### config.mk
export PLATFORM = sky130hd
export DESIGN_NAME = two_wire_handshake_link_byte_engine
export DESIGN_NICKNAME = d
export VERILOG_FILES = /design/src/hdl/twl_pkg.sv /design/src/hdl/two_wire_handshake_link_byte_engine.sv
export SDC_FILE = /design/constraint.sdc
export NUM_CORES = 1
export LEC_CHECK = 0
export BUFFER_PORTS_ARGS = -buffer_cell sky130_fd_sc_hd__buf_2
export CAP_MARGIN = 20
export CORE_MARGIN = 2
export CORE_UTILIZATION = 37
export CTS_CLUSTER_SIZE = 24
export DETAILED_ROUTE_END_ITERATION = 10
export PLACE_DENSITY = 0.65
export SLEW_MARGIN = 20
export SYNTH_ARGS = -nofsm -noshare
export SYNTH_HDL_FRONTEND = slang
export SYNTH_SLANG_ARGS = --single-unit
### constraint.sdc
create_clock -name clk_i -period 9.4 [get_ports clk_i]
set_input_delay 1.41 -clock clk_i [delete_from_list [all_inputs] [get_ports clk_i]]
set_output_delay 1.41 -clock clk_i [all_outputs]
set_load 0.02 [all_outputs]
### src/hdl/twl_pkg.sv
// ----------------------------------------------------------------------------
// Two-wire link byte engine: package
// Beat payload types, register map and reset values shared by the project.
// ----------------------------------------------------------------------------
package twl_pkg;

  localparam int unsigned TimerWidthDefault = 32;
  localparam int unsigned TimeoutWidth      = 32;
  localparam int unsigned DebounceWidth     = 8;
  localparam int unsigned PaddrWidth        = 3;

  localparam logic [TimeoutWidth-1:0]  TimeoutReset  = 32'd1000000;
  localparam logic [DebounceWidth-1:0] DebounceReset = 8'd10;

  // Register select is address bit 2.
  localparam logic RegTimeout  = 1'b0;
  localparam logic RegDebounce = 1'b1;

  // Line patterns are {ring, tip}.
  localparam logic [1:0] PatIdle   = 2'b11;
  localparam logic [1:0] PatTipLow = 2'b10;

  localparam logic [1:0] ModeTick = 2'd0;
  localparam logic [1:0] ModeSend = 2'd1;
  localparam logic [1:0] ModeRecv = 2'd2;

  typedef struct packed {
    logic [1:0] mode;
    logic [7:0] tx_byte;
    logic       tip_level;
    logic       ring_level;
  } twl_in_t;

  typedef struct packed {
    logic       tip_pull_low;
    logic       ring_pull_low;
    logic       busy_res;
    logic       done_res;
    logic       status;
    logic [7:0] rx_byte;
  } twl_out_t;

endpackage

### src/hdl/two_wire_handshake_link_byte_engine.sv
// ----------------------------------------------------------------------------
// Two-wire link byte engine
// Open-drain tip/ring handshake engine that sends or receives one byte LSB first.
// ----------------------------------------------------------------------------
// Each input beat is one time tick: the sampled tip and ring levels plus an
// optional command to start sending or receiving a byte. Every accepted beat
// produces exactly one output beat carrying the pull-low drives, busy, done,
// status and the received byte as they stand after that tick.
// The engine takes one beat per clock cycle while the input is not stalled. The
// output beat is registered: the result is computed from the state and the input
// beat and captured in the output register, or in the skid buffer on a stall.
// The output register is backed by a one-entry skid buffer, so a beat is still
// accepted in the cycle the receiver first stalls; the input stalls only while
// the skid buffer holds a beat.
// Timeout and debounce limits are written through the APB port at byte
// addresses 0 and 4, by the user only while the engine is idle (not enforced).
// Reset releases both lines, returns the engine to idle, empties the output
// side and restores the register reset values.
// ----------------------------------------------------------------------------
module two_wire_handshake_link_byte_engine
  import twl_pkg::*;
#(
  parameter int unsigned TIMER_WIDTH = TimerWidthDefault
) (
  input  logic                    clk_i,
  input  logic                    rst_ni,
  input  logic                    in_valid_i,
  output logic                    in_stall_o,
  input  twl_in_t                 in_data_i,
  output logic                    out_valid_o,
  input  logic                    out_stall_i,
  output twl_out_t                out_data_o,
  input  logic                    psel,
  input  logic                    penable,
  input  logic                    pwrite,
  input  logic [PaddrWidth-1:0]   paddr,
  input  logic [31:0]             pwdata,
  output logic [31:0]             prdata,
  output logic                    pready
);

  localparam int unsigned CmpWidth =
    (TIMER_WIDTH > TimeoutWidth) ? TIMER_WIDTH : TimeoutWidth;

  typedef enum logic [2:0] {
    PhIdle,
    PhTxFree,
    PhTxAck,
    PhTxRel,
    PhRxStart,
    PhRxRel
  } phase_e;

  logic [TimeoutWidth-1:0]  timeout_q;
  logic [DebounceWidth-1:0] debounce_q;

  phase_e                   phase_q, phase_d;
  logic                     receiving_q, receiving_d;
  logic [2:0]               bit_index_q, bit_index_d;
  logic [7:0]               shift_q, shift_d;
  logic                     cur_bit_q, cur_bit_d;
  logic [TIMER_WIDTH-1:0]   timer_q, timer_d;
  logic [7:0]               deb_cnt_q, deb_cnt_d;
  logic [1:0]               pattern_q, pattern_d;

  twl_out_t                 out_q, skid_q, result;
  logic                     out_valid_q, skid_valid_q;

  logic                     in_acc, cfg_wr;
  logic [1:0]               pat;
  logic [TIMER_WIDTH-1:0]   timer_inc;
  logic                     expired, expired_rx, timeout, bit_done;
  logic                     line_sel;
  logic [7:0]               deb_next;

  assign pready     = 1'b1;
  assign cfg_wr     = psel & penable & pwrite;
  assign prdata     = (paddr[2] == RegDebounce) ? {24'd0, debounce_q} : timeout_q;

  always_ff @(posedge clk_i or negedge rst_ni) begin
    if (!rst_ni) begin
      timeout_q  <= TimeoutReset;
      debounce_q <= DebounceReset;
    end else if (cfg_wr) begin
      unique case (paddr[2])
        RegTimeout:  timeout_q  <= pwdata;
        RegDebounce: debounce_q <= pwdata[DebounceWidth-1:0];
        default:     timeout_q  <= timeout_q;
      endcase
    end
  end

  assign in_stall_o = skid_valid_q;
  assign in_acc     = in_valid_i & ~in_stall_o;
  assign pat        = {in_data_i.ring_level, in_data_i.tip_level};

  assign timer_inc  = (timer_q == {TIMER_WIDTH{1'b1}}) ? timer_q : timer_q + 1'b1;
  assign expired    = CmpWidth'(timer_inc) > CmpWidth'(timeout_q);
  assign expired_rx = (timeout_q != '0) & expired;

  always_comb begin
    phase_d     = phase_q;
    receiving_d = receiving_q;
    bit_index_d = bit_index_q;
    shift_d     = shift_q;
    cur_bit_d   = cur_bit_q;
    timer_d     = timer_q;
    deb_cnt_d   = deb_cnt_q;
    pattern_d   = pattern_q;
    timeout     = 1'b0;
    bit_done    = 1'b0;
    deb_next    = deb_cnt_q;
    line_sel    = cur_bit_q ? in_data_i.tip_level : in_data_i.ring_level;
    result      = '0;

    unique case (phase_q)
      PhIdle: begin
        if (in_data_i.mode == ModeSend || in_data_i.mode == ModeRecv) begin
          receiving_d = (in_data_i.mode == ModeRecv);
          shift_d     = receiving_d ? 8'd0 : in_data_i.tx_byte;
          cur_bit_d   = receiving_d ? 1'b0 : in_data_i.tx_byte[0];
          bit_index_d = '0;
          timer_d     = '0;
          deb_cnt_d   = '0;
          pattern_d   = PatIdle;
          phase_d     = receiving_d ? PhRxStart : PhTxFree;
        end
      end
      PhTxFree: begin
        if (pat == PatIdle) begin
          phase_d = PhTxAck;
          timer_d = '0;
        end else begin
          timer_d = timer_inc;
          timeout = expired;
        end
      end
      PhTxAck: begin
        if (!line_sel) begin
          phase_d = PhTxRel;
          timer_d = '0;
        end else begin
          timer_d = timer_inc;
          timeout = expired;
        end
      end
      PhTxRel: begin
        if (line_sel) begin
          shift_d  = {1'b0, shift_q[7:1]};
          bit_done = 1'b1;
        end else begin
          timer_d = timer_inc;
          timeout = expired;
        end
      end
      PhRxStart: begin
        if (pat == PatIdle) begin
          deb_cnt_d = '0;
          pattern_d = PatIdle;
          timer_d   = timer_inc;
          timeout   = expired_rx;
        end else begin
          if (pattern_q == PatIdle) begin
            deb_next = '0;
          end else if (deb_cnt_q != 8'hFF) begin
            deb_next = deb_cnt_q + 1'b1;
          end
          deb_cnt_d = deb_next;
          pattern_d = pat;
          if (deb_next >= debounce_q) begin
            cur_bit_d = (pat != PatTipLow);
            phase_d   = PhRxRel;
            timer_d   = '0;
          end else begin
            timer_d = timer_inc;
            timeout = expired_rx;
          end
        end
      end
      PhRxRel: begin
        if (cur_bit_q ? in_data_i.ring_level : in_data_i.tip_level) begin
          shift_d  = {cur_bit_q, shift_q[7:1]};
          bit_done = 1'b1;
        end else begin
          timer_d = timer_inc;
          timeout = expired_rx;
        end
      end
      default: phase_d = PhIdle;
    endcase

    if (timeout) begin
      phase_d         = PhIdle;
      result.done_res = 1'b1;
      result.status   = 1'b1;
    end else if (bit_done) begin
      if (bit_index_q == 3'd7) begin
        phase_d         = PhIdle;
        result.done_res = 1'b1;
        result.rx_byte  = receiving_q ? shift_d : 8'd0;
        bit_index_d     = '0;
      end else begin
        bit_index_d = bit_index_q + 1'b1;
        timer_d     = '0;
        if (receiving_q) begin
          deb_cnt_d = '0;
          pattern_d = PatIdle;
          phase_d   = PhRxStart;
        end else begin
          cur_bit_d = shift_d[0];
          phase_d   = PhTxFree;
        end
      end
    end

    result.tip_pull_low  = (phase_d == PhTxAck && !cur_bit_d) ||
                           (phase_d == PhRxRel && cur_bit_d);
    result.ring_pull_low = (phase_d == PhTxAck && cur_bit_d) ||
                           (phase_d == PhRxRel && !cur_bit_d);
    result.busy_res      = (phase_d != PhIdle);
  end

  always_ff @(posedge clk_i or negedge rst_ni) begin
    if (!rst_ni) begin
      phase_q     <= PhIdle;
      receiving_q <= 1'b0;
      bit_index_q <= '0;
      shift_q     <= '0;
      cur_bit_q   <= 1'b0;
      timer_q     <= '0;
      deb_cnt_q   <= '0;
      pattern_q   <= PatIdle;
    end else if (in_acc) begin
      phase_q     <= phase_d;
      receiving_q <= receiving_d;
      bit_index_q <= bit_index_d;
      shift_q     <= shift_d;
      cur_bit_q   <= cur_bit_d;
      timer_q     <= timer_d;
      deb_cnt_q   <= deb_cnt_d;
      pattern_q   <= pattern_d;
    end
  end

  always_ff @(posedge clk_i or negedge rst_ni) begin
    if (!rst_ni) begin
      out_valid_q  <= 1'b0;
      skid_valid_q <= 1'b0;
    end else if (out_valid_q && out_stall_i) begin
      if (in_acc) begin
        skid_valid_q <= 1'b1;
      end
    end else if (skid_valid_q) begin
      out_valid_q  <= 1'b1;
      skid_valid_q <= 1'b0;
    end else begin
      out_valid_q <= in_acc;
    end
  end

  always_ff @(posedge clk_i) begin
    if (out_valid_q && out_stall_i) begin
      if (in_acc) begin
        skid_q <= result;
      end
    end else if (skid_valid_q) begin
      out_q <= skid_q;
    end else if (in_acc) begin
      out_q <= result;
    end
  end

  assign out_valid_o = out_valid_q;
  assign out_data_o  = out_q;

endmodule

# Word-level counts from Yosys, hierarchy flattened
# Index checks and enable logic that the tools add are counted.
[totals]
inputBits = 54
register_bits = 126
out_inout_bits = 48
elab_cells = 157
[op_classes]
n_addsub = 3
bitwise = 7
order_cmp = 2
n_mux = 86
eq_ne = 16
reduce_logical = 19
[op_table]
columns = ["operator", "count"]
rows = [
  ["32-bit 2-to-1 mux", 12],
  ["32-bit one-hot mux with 6 select lines", 1],
  ["8-bit 2-to-1 mux", 18],
  ["3-bit 2-to-1 mux", 15],
  ["32-bit by 1-bit adder with 32-bit output (second input constant)", 1],
  ["32-bit equality test (second input constant)", 1],
  ["32-bit > comparator", 1],
  ["32-bit nonzero test", 1],
  ["13-bit 2-to-1 mux", 2],
  ["1-bit 2-to-1 mux", 25],
  ["8-bit one-hot mux with 3 select lines", 1],
  ["8-bit one-hot mux with 2 select lines", 1],
  ["3-bit one-hot mux with 5 select lines", 1],
  ["3-bit equality test (second input constant)", 4],
  ["2-bit 2-to-1 mux", 6],
  ["3-bit by 2-bit equality test with 1-bit output (second input constant)", 3],
  ["8-bit by 1-bit adder with 8-bit output (second input constant)", 1],
  ["8-bit greater-or-equal comparator", 1],
  ["8-bit != test (second input constant)", 1],
  ["2-bit AND reduction", 4],
  ["2-bit equality test (second input constant)", 3],
  ["1-bit logical AND", 5],
  ["1-bit one-hot mux with 5 select lines", 1],
  ["1-bit bitwise AND", 4],
  ["14 further kinds", 20],
]

# Depth between registers and ports, before layout
# Gate-level depths: netlist of the first run.
[logic_depth]
ltp_word = 18
depth_mapped = 16
ltp_nobuf = 14

# Least setup slack after synthesis of the first run
# OpenSTA, ideal clock, no wires.
[synth_path]
path_type = "register to register"
start = "reg timer_q[2]"
end = "reg out_q, in the netlist out_data_o[9] (data pin)"
path_stages_with_launch = 17
required_time_ns = 9.140
path_buffers = 2
setup_ns = 0.260
synth_period_minus_slack_ns = 3.832
arrival_time_ns = 3.573
setup_slack_ns = 5.568
cell_sequence = "dfrtp_1 > buf_2 > and4_1 > nand3_1 > or4_1 > clkbuf_1 > and3_1 > nand3_1 > xnor2_1 > ha_1 > nand4_1 > inv_1 > a221oi_1 > o211ai_1 > a211oi_1 > o22ai_1 > mux2_2"
[synth_lines]
columns = ["element", "line_no", "text"]
rows = [
  ["start, declared", "two_wire_handshake_link_byte_engine.sv:62", "logic [TIMER_WIDTH-1:0] timer_q, timer_d;"],
  ["start signal, assigned", "two_wire_handshake_link_byte_engine.sv:239", "timer_q <= timer_d;"],
  ["end signal, assigned", "two_wire_handshake_link_byte_engine.sv:267", "out_q <= skid_q;"],
  ["end signal, assigned", "two_wire_handshake_link_byte_engine.sv:269", "out_q <= result;"],
  ["end, declared", "two_wire_handshake_link_byte_engine.sv:66", "twl_out_t out_q, skid_q, result;"],
]

==> key figures, run 1 <==
Floorplan
  • Die extent in x: between 100 and 150 um
  • Row cnt: 53
  • Core Area: approximately 21000 um2
  • Die Area: 22500 um2
  • Ports: 102
  • Starting Density: 37.6%
  • Die H: 150 um

Worst setup path
  • Cell breakdown of the critical path: and4_1, nand4_1, nor4_1, nor2b_1, and4_1, xor2_1, ha_1, a21oi_1, o21ai_0, a221oi_1, o211ai_1, a211oi_1, o22ai_1, mux2_2
  • Worst Setup End Kind: register
  • R2R cell count: 14
  • Startpoint types: register
  • Worst Path Arrival: around 5.0 ns
  • Worst Path Required: ~9.6 ns
  • Slowest cell on crit path: a211oi_1
  • WS Path Type: reg2reg
  • CP dominant cell by count: and4_1
  • Worst-path fanout max: 8
  • CP max stage delay: slightly below 0.8 ns

Synthesis
  • Synthesis Warnings: 0
  • Largest cells by area after synthesis: dfrtp_1 (28%), edfxtp_1 (9.9%), ha_1 (7.2%)
  • Top-area cell type share of the netlist area: 28.3%
  • Number of enable flip-flop cells after synthesis: 26
  • Synthesized area per cell: 9.46 um2
  • Post-synthesis cell count: 832
  • Async set-reset flop share out of synthesis: 79.4%
  • Top FF cell, synth: dfrtp_1
  • Synth unique cells: 67
  • Syn nets: 931
  • Post-Syn Area: 7870 um2
  • Post-synthesis sequential area ratio: approximately two fifths
  • Largest area contributor in the netlist: dfrtp_1
  • FF+latch count, synth: 126

Timing
  • Fin Clk Skew: roughly 0.013 ns
  • Final setup vio count: 0
  • Max-slew headroom: around two fifths
  • Slew Viols, Final: 0
  • RSZ-0062 raised after global routing: no
  • Slew @ Worst Pin: between 0.8 and 0.9 ns
  • Min Tclk post-route: 4.82 ns
  • Final Hold Vio Count: 0
  • Highest achievable clock rate: 207 MHz
  • TNS Setup: 0 ns
  • Final Cycle Share: 51.3%

Finish
  • Diodes inserted: 0
  • Share of cells above drive strength 1: 22.6%
  • Final nets: 1017
  • Final core utilization: 43.7%
  • FILL cells: 2051
  • Area Growth Syn to Fin: 16.4%

CTS
  • Clock latency on the worst-skew pair: roughly 0.43 ns
  • CTS resizes: 0
  • Post-CTS setup buffer count: 0
  • Root buf cell: clkbuf_16
  • Num CTS Buffers: 17
  • H-tree depth: 4
  • Cts hold-fix bufs: 0
  • Clock slew at reported path FFs: about 0.060 ns
  • CTS Buffer Depth: 2
  • Sink Count: 126
  • TritonCTS clock tree: done

Pwr
  • Tot Pwr: 2.23 mW
  • Peak supply drop: ~0.13 mV
  • LEAKAGE: 4.23 nW
  • PD cells: ~240 nW/um2

Detailed routing
  • Starting DRT DRC Count: 373
  • Initial DRT Pass Iterations: 5
  • Detail-routed net length per standard cell: 16.5 um
  • # DRC: 0
  • DRT Wirelength: just under 20 mm
  • Antenna Nets Post-Route: 0
  • DR vias: 6528
  • Via/cell ratio: 5.41

Min path
  • HP Class: reg2reg
  • Hold path cells: 2

Placed design
  • Routability Congestion: 0.859
  • Hpwl dp: 14.5 mm
  • Port Buf Inserts: approximately 100

Global routing
  • First-pass GRT wire length: roughly 33 mm
  • Total grt overflow: 0
  • Pin count of the biggest net entering global routing: 60
  • Initial antenna violation count: 0
  • GRT Resource Usage Total: 18.6%
  • Number of global-route vias before repair: 6423

Outcome
  • Status: completed

Run
  • Max-cap violation count: 0
[Yosys cell counts (all sizes together), types with 10 or more instances]
master / n
dfrtp: 89
nand2: 80
inv: 66
nor2: 65
o21ai: 51
ha: 45
mux2: 44
a21oi: 31
clkbuf: 29
edfxtp: 26
xnor2: 23
a21o: 22
nand3: 19
nand4: 19
o31ai: 19
nor4: 16
and3: 14
or3: 14
nor3: 13
xor2: 12
a22o: 11
and2: 11
dfstp: 11
buf: 10
[final timing paths]
check	start	slack [ns]	end
max in group asynchronous	rst_ni	7.24	timer_q[9]
hold reg to reg	pattern_q[0]	0.50	pattern_q[0]
min in group asynchronous	rst_ni	0.95	timeout_q[26]
hold / removal	pattern_q[0]	0.50	pattern_q[0]
setup reg to reg	timer_q[10]	4.58	out_data_o[9]
setup / recovery	timer_q[10]	4.58	out_data_o[9]
[where the power goes]
group          switching (mW)  internal (mW)
sequential              0.114          0.677
clock                   0.292          0.350
combinational           0.483          0.316
[worst max-delay path: cells and delay by family, from the launching register on]
kind | cells | cell delay, ns
AOI/OAI and AO/OA | 6 | 1.74
and+or+nand+nor | 5 | 1.59
DFF | 1 | 0.47
muxes | 1 | 0.31
adders and majority gates | 1 | 0.30
xor gates and xnor gates | 1 | 0.16
[cell usage in the layout (no fill, tap or decap), types with 7 or more instances in the layout]
cell | netlist | routed
a222oi_1 | 7 | 7
a21o_1 | 22 | 22
nand3_1 | 19 | 19
buf_2 | 8 | 97
o31ai_1 | 19 | 19
mux2_2 | 44 | 44
a22o_1 | 11 | 11
or3_1 | 13 | 13
nor2_1 | 65 | 65
and3_1 | 14 | 14
nor4_1 | 15 | 15
edfxtp_1 | 26 | 26
xnor2_1 | 23 | 23
and4_1 | 8 | 8
dfstp_2 | 11 | 11
buf_4 | 1 | 9
nor2b_1 | 8 | 8
nand4_1 | 19 | 19
nor3_1 | 13 | 13
nand2_1 | 80 | 80
dfrtp_1 | 89 | 89
a21oi_1 | 31 | 31
a31o_2 | 8 | 8
ha_1 | 45 | 45
inv_1 | 66 | 66
o21ai_0 | 49 | 49
xor2_1 | 12 | 12
and2_1 | 11 | 11
clkbuf_16 | 0 | 17
[layer usage]
metal / GRT usage, % / vias to the layer above / share of wire, %
met5: 0 / - / 0
met4: 5.90 / 0 / 1.7
met3: 3.05 / 29 / 4.2
met2: 31.4 / 138 / 50
met1: 24.3 / 3152 / 44
li1: - / 3209 / -
[metrics by stage]
stage | instance area, um2 | std cells | setup slack, ns | hold WS [ns]
floorplan | 7870 | 832 | 5.57 | 0.466
global placement | 8600 | 1174 | 4.70 | 0.485
detailed placement | 8600 | 1174 | 4.62 | 0.493
CTS | 9170 | 1206 | 4.60 | 0.504
global route | 9170 | 1206 | 4.15 | 0.520
finish | 9170 | 1206 | 4.58 | 0.503
[cells by family (layout without fill, tap and decap cells)]
logic type / Yosys count / in the layout / share of synthesized area (%)
mux: 51 / 51 / 7.34
other cells: 1 / 1 / 0.0476
xor+xnor: 35 / 35 / 3.89
buf+inv: 105 / 204 / 5.31
flops: 126 / 126 / 41.9
compound gates: 188 / 188 / 16.5
simple gates: 281 / 281 / 17.9
fa+ha+maj: 45 / 45 / 7.15
[area by class of cell]
class	instances	area (um2)	share of cell area, %
multi-input combinational	601	4160	45.4
sequential	126	3300	36.0
timing repair buffer	106	553	6.03
clock buffer	17	425	4.64
tap	275	344	3.75
inverter	66	248	2.70
clock inverter	15	138	1.50
[registers in the layout, summed over array words and instances (netlist names)]
register / cells
out_data_o: 13
debounce_q: 8
timer_q: 32
deb_cnt_q: 8
shift_q: 8
receiving_q: 1
out_valid_o: 1
pattern_q: 2
cur_bit_q: 1
phase_q: 3
skid_q: 13
in_stall_o: 1
bit_index_q: 3
timeout_q: 32
Note: power is estimated with default switching activity, not from simulation.
==> inputs of run 2 (changes only) <==
==> constraint.sdc (replaced) <==
create_clock -name clk_i -period 4.8 [get_ports clk_i]
set_input_delay 0.72 -clock clk_i [delete_from_list [all_inputs] [get_ports clk_i]]
set_output_delay 0.72 -clock clk_i [all_outputs]
set_load 0.02 [all_outputs]
==> run 2 against run 1 <==
Against the previous run:
- setup slack worse by 4.3 ns
- global-route usage up 0.089 points
- critical path type unchanged
- sequential power up 96%
- non-clock buffer count up 4
- routed wire length up 1.2%
- via count down 0.49%
- sequential share of layout area down 0.24 points
- power up 99%
- combinational power up 99%
- critical endpoint unchanged
- worst hold slack worse by 0.092 ns
- largest cell class unchanged
- critical path depth up 1
- cell count up 0.33%
==> key figures, run 2 (synthesis gave the netlist of run 1 again) <==
Floorplan
  • Die Area: 22500 um2
  • Die extent in x: between 100 and 150 um
  • Starting Density: 37.6%
  • Core Area: approximately 21000 um2
  • Ports: 102
  • Row cnt: 53
  • Die H: 150 um

Detailed routing
  • Starting DRT DRC Count: between 300 and 400
  • Via/cell ratio: about 5.4
  • Detail-routed net length per standard cell: around 17 um
  • DRT Wirelength: 20.1 mm
  • Initial DRT Pass Iterations: 6
  • # DRC: 0
  • DR vias: 6496
  • Antenna Nets Post-Route: 0

CTS
  • Num CTS Buffers: 17
  • Clock slew at reported path FFs: 0.06 ns
  • CTS Buffer Depth: 2
  • Root buf cell: clkbuf_16
  • Clock latency on the worst-skew pair: 0.43 ns
  • TritonCTS clock tree: done
  • Cts hold-fix bufs: 0
  • H-tree depth: 4
  • Sink Count: between 100 and 150

Worst setup path
  • Worst-path fanout max: 7
  • Slowest cell on crit path: or4_1
  • CP max stage delay: 0.73 ns
  • Worst Path Arrival: between 4 and 5 ns
  • Startpoint types: register
  • CP dominant cell by count: nand4_1
  • Worst Path Required: between 4 and 5 ns
  • Cell breakdown of the critical path: and4_1, nand4_1, or4_1, and3_1, nand3_1, xnor2_1, ha_1, nand4_1, inv_1, a221oi_1, o211ai_1, a211oi_1, buf_4, o22ai_1, mux2_2
  • Worst Setup End Kind: register
  • WS Path Type: reg2reg

Pwr
  • Int Power: 2.70 mW
  • PD cells: 482 nW/um2
  • Seq pwr share: 34.8%
  • LEAKAGE: 4.26 nW
  • Net Sw Frac: 39.4%
  • Comb power frac: between 30% and 40%
  • Switching Power: 1.75 mW
  • Peak supply drop: 0.293 mV
  • Power share of the clock group: 29.4%

Global routing
  • Number of global-route vias before repair: 6456
  • First-pass GRT wire length: 33.1 mm
  • Pin count of the biggest net entering global routing: 67
  • Total grt overflow: 0
  • Initial antenna violation count: 0
  • GRT Resource Usage Total: a little under a fifth

Finish
  • Commonest non-fill, non-tap cell in the layout: buf_2
  • Commonest cells after routing, fill and taps aside: buf_2 (97), dfrtp_1 (89), nand2_1 (80)
  • FILL cells: 2057
  • Final nets: around 1000
  • Diodes inserted: 0
  • Final Instance Area: a little over 9000 um2
  • Area Growth Syn to Fin: 17.2%
  • Top flop regs: timeout_q: 32 flops, timer_q: 32 flops
  • Share of cells above drive strength 1: 23.0%
  • Finished Layout Cells: 1210

Placed design
  • Port Buf Inserts: 98
  • Hpwl dp: about 15 mm
  • Placed cell count: approximately 1200
  • Cell Area, Placed: 8630 um2
  • Pre-CTS WS: 0.343 ns
  • Routability Congestion: 0.842

Timing
  • Slew Viols, Final: 0
  • TNS Setup: 0 ns
  • Final Cycle Share: 94.3%
  • Fin Clk Skew: 0.0111 ns
  • Post-route setup slack: 0.273 ns
  • Final Hold Vio Count: 0
  • Min Tclk post-route: 4.53 ns
  • RSZ-0062 raised after global routing: no
  • Final Hold Slack: ~0.41 ns
  • Max-slew headroom: 37.9%
  • Slew @ Worst Pin: 0.932 ns
  • Final setup vio count: 0
  • Highest achievable clock rate: around 220 MHz

Min path
  • HP Class: in2async

Outcome
  • Status: completed

Run
  • Max-cap violation count: 0
## run 2: changes by cell type in the layout (fill, tap and decap cells not counted), sizes merged
cell / before / now
buf: 106 / 110
bufinv: 0 / 1
clkinv: 2 / 1
## run 2: worst max-delay path: cells and delay by family (launching register included)
family	cells	cell delay [ns]
AOI/OAI and AO/OA	4	1.03
xor gates and xnor gates	1	0.14
adders and majority gates	1	0.25
buffers and inverters	2	0.27
DFF	1	0.45
muxes	1	0.30
and+or+nand+nor	6	1.83
## run 2: power groups by stage
stage | clock [mW] | combinational, mW | sequential (mW)
after floorplan | 0 | 1.19 | 1.48
after global placement | 0 | 1.55 | 1.55
after detailed placement | 0 | 1.58 | 1.56
after CTS | 1.33 | 1.59 | 1.54
after global routing | 1.38 | 1.78 | 1.58
final | 1.31 | 1.59 | 1.55
## run 2: final cells by class
| class | instances | area, um2 | area share (%) |
|---|---|---|---|
| flip-flops and latches | 126 | 3300 | 35.7 |
| inverters | 66 | 248 | 2.68 |
| clock buffers | 17 | 425 | 4.61 |
| repair buffers | 110 | 583 | 6.32 |
| clock inverters | 15 | 163 | 1.76 |
| well taps | 275 | 344 | 3.73 |
| multi-input cells | 601 | 4170 | 45.2 |
## run 2: routing by layer
metal  up-vias  part of all wire, %  global-route usage [%]
met5         -                    0                       0
met4         0                  1.7                    5.61
met3        29                  3.9                    3.51
met2       127                   49                    31.6
met1      3130                   46                    24.3
li1       3210                    -                       -
## run 2: stage by stage
step	power, mW	utilization, %
final	4.44	44.0
after global routing	4.74	44.0
after CTS	4.47	44.0
after detailed placement	3.14	41.2
after global placement	3.11	41.2
after floorplan	2.68	-
## run 2: worst paths after layout
kind,startpoint,end,slack [ns],cells after the start
worst max-delay path,timer_q[27],out_data_o[9],0.27,15
worst min-delay path,rst_ni,timer_q[25],0.41,1
worst max register to register,timer_q[27],out_data_o[9],0.27,15
worst min register to register,pattern_q[1],pattern_q[1],0.50,2
max in group asynchronous,rst_ni,debounce_q[3],3.33,2
min in group clk_i,pattern_q[1],pattern_q[1],0.50,2
## run 2: repair_timing
action | CTS | global route
endpoints found under the hold margin | 0 | 0
setup endpoints to repair | 0 | 3
resized for setup | 0 | 1
setup buffers | 0 | 0
==> inputs of run 3 (changes only) <==
==> constraint.sdc (replaced) <==
create_clock -name clk_i -period 5.3 [get_ports clk_i]
set_input_delay 0.795 -clock clk_i [delete_from_list [all_inputs] [get_ports clk_i]]
set_output_delay 0.795 -clock clk_i [all_outputs]
set_load 0.02 [all_outputs]
==> run 3 against run 2 <==
Against the previous run:
- clock skew barely moved
- via count rose by 0.60%
- final area fell by 0.18%
- setup slack improved by 0.42 ns
- fmax fell by 1.7%
- flip-flop and latch count did not move
- register-to-register slack improved by 0.42 ns
- sequential share of layout area rose by 0.063 points
- critical path depth did not move
- critical endpoint unchanged
==> key figures, run 3 (synthesis gave the netlist of run 1 again) <==
Detailed routing
  • DRT Wirelength: 19.7 mm
  • Starting DRT DRC Count: 376
  • # DRC: 0
  • DR vias: about 6500
  • Via/cell ratio: about 5.4
  • Antenna Nets Post-Route: 0
  • Initial DRT Pass Iterations: 5
  • Detail-routed net length per standard cell: 16.3 um

Pwr
  • Net Sw Frac: 39.3%
  • Switching Power: roughly 1.6 mW
  • Seq pwr share: about a third
  • PD cells: approximately 430 nW/um2
  • Int Power: 2.43 mW
  • LEAKAGE: approximately 4.2 nW
  • Peak supply drop: 0.257 mV
  • Power share of the clock group: 29.5%
  • Comb power frac: 35.4%
  • Tot Pwr: 4.01 mW

Timing
  • TNS Setup: 0 ns
  • Max-slew headroom: 40.2%
  • Slew Viols, Final: 0
  • Final Hold Vio Count: 0
  • Highest achievable clock rate: 217 MHz
  • Post-route setup slack: 0.695 ns
  • Final setup vio count: 0
  • Final Hold Slack: slightly below 0.5 ns
  • Slew @ Worst Pin: 0.897 ns
  • Final Cycle Share: about 87%
  • Fin Clk Skew: 0.0116 ns
  • RSZ-0062 raised after global routing: no
  • Min Tclk post-route: about 4.6 ns

CTS
  • Post-CTS setup buffer count: 0
  • TritonCTS clock tree: done
  • CTS Buffer Depth: 2
  • Root buf cell: clkbuf_16
  • Cts hold-fix bufs: 0
  • Clock latency on the worst-skew pair: 0.43 ns
  • Clock slew at reported path FFs: 0.06 ns
  • H-tree depth: 4
  • Num CTS Buffers: 17
  • CTS resizes: 0
  • Sink Count: 126

Worst setup path
  • Buf+Inv Stages, Crit Path: 1
  • Slowest cell on crit path: nor4_1
  • CP max stage delay: between 0.5 and 0.6 ns
  • Cell breakdown of the critical path: and4_1, nand4_1, nor4_1, nor2b_1, and4_1, xor2_1, ha_1, a21oi_1, o21ai_0, a221oi_1, o211ai_1, a211oi_1, buf_4, o22ai_1, mux2_2
  • Crit path depth: 15
  • Worst Path Arrival: 4.79 ns
  • Worst-path fanout max: 8
  • Worst Path Required: 5.48 ns
  • CP dominant cell by count: and4_1
  • Crit-path leading delay family: simple AND/OR/NAND/NOR gates
  • Worst Setup End Kind: register
  • R2R cell count: 15
  • RR Startpoint: timer_q[10]
  • Crit path from: timer_q[10]
  • WS Path Type: reg2reg
  • Startpoint types: register

Placed design
  • Cell Area, Placed: 8620 um2
  • Placed cell count: around 1200
  • Hpwl dp: 14.4 mm
  • Pre-CTS WS: 0.831 ns
  • Port Buf Inserts: 98
  • Routability Congestion: about 0.85

Finish
  • FILL cells: about 2100
  • Finished Layout Cells: 1208
  • Area Growth Syn to Fin: 17.0%
  • Share of cells above drive strength 1: a little under a quarter
  • Commonest cells after routing, fill and taps aside: buf_2 (97), dfrtp_1 (89), nand2_1 (80)
  • Final Instance Area: 9210 um2
  • Top flop regs: timeout_q: 32 flops, timer_q: 32 flops
  • Final core utilization: ~44%
  • Diodes inserted: 0
  • Final nets: 1019
  • Commonest non-fill, non-tap cell in the layout: buf_2

Floorplan
  • Die Area: 22500 um2
  • Ports: 102
  • Row cnt: 53
  • Core Area: 21000 um2
  • Starting Density: 37.6%
  • Die extent in x: around 150 um
  • Die H: roughly 150 um

Global routing
  • Number of global-route vias before repair: 6363
  • Pin count of the biggest net entering global routing: 66
  • Initial antenna violation count: 0
  • Total grt overflow: 0
  • First-pass GRT wire length: 32.2 mm
  • GRT Resource Usage Total: 18.2%

Outcome
  • Status: completed

Min path
  • HP Class: in2async

Run
  • Max-cap violation count: 0
==> run 3: cell count changes in the layout (fill, tap and decap cells not counted) <==
cell and change:
nor4_1 +1, inv_6 -2, nor4_2 -1, clkinv_8 +1, clkinv_4 -1, buf_4 -2
clkinvlp_4 +2
==> run 3: routing by layer <==
metal  global-route usage, %  up-vias  wire (um)
met1                    23.4     3165       9040
met3                    3.66       26        809
met2                    30.9      131       9500
li1                        -     3213          -
met4                    5.52        0        328
met5                       0        -          0
==> run 3: area by class of cell <==
cell class | instances | area (um2) | share of cell area (%)
timing repair buffer | 108 | 568 | 6.17
multi-input combinational | 601 | 4160 | 45.2
clock buffer | 17 | 425 | 4.62
tap | 275 | 344 | 3.73
clock inverter | 15 | 168 | 1.82
inverter | 66 | 248 | 2.69
sequential | 126 | 3300 | 35.8
==> run 3: final timing paths <==
check                      slack [ns]             to
min reg2reg                      0.50   pattern_q[1]
max                              0.69  out_data_o[9]
max in group asynchronous        3.75   timeout_q[6]
min                              0.49    timer_q[31]
max reg2reg                      0.69  out_data_o[9]
min in group clk_i               0.50   pattern_q[1]
==> run 3: power by group through the flow <==
stage | combinational [mW] | sequential [mW] | clock [mW]
finish | 1.42 | 1.41 | 1.18
global route | 1.58 | 1.44 | 1.24
CTS | 1.42 | 1.40 | 1.20
detailed placement | 1.41 | 1.42 | 0
global placement | 1.39 | 1.41 | 0
floorplan | 1.08 | 1.34 | 0
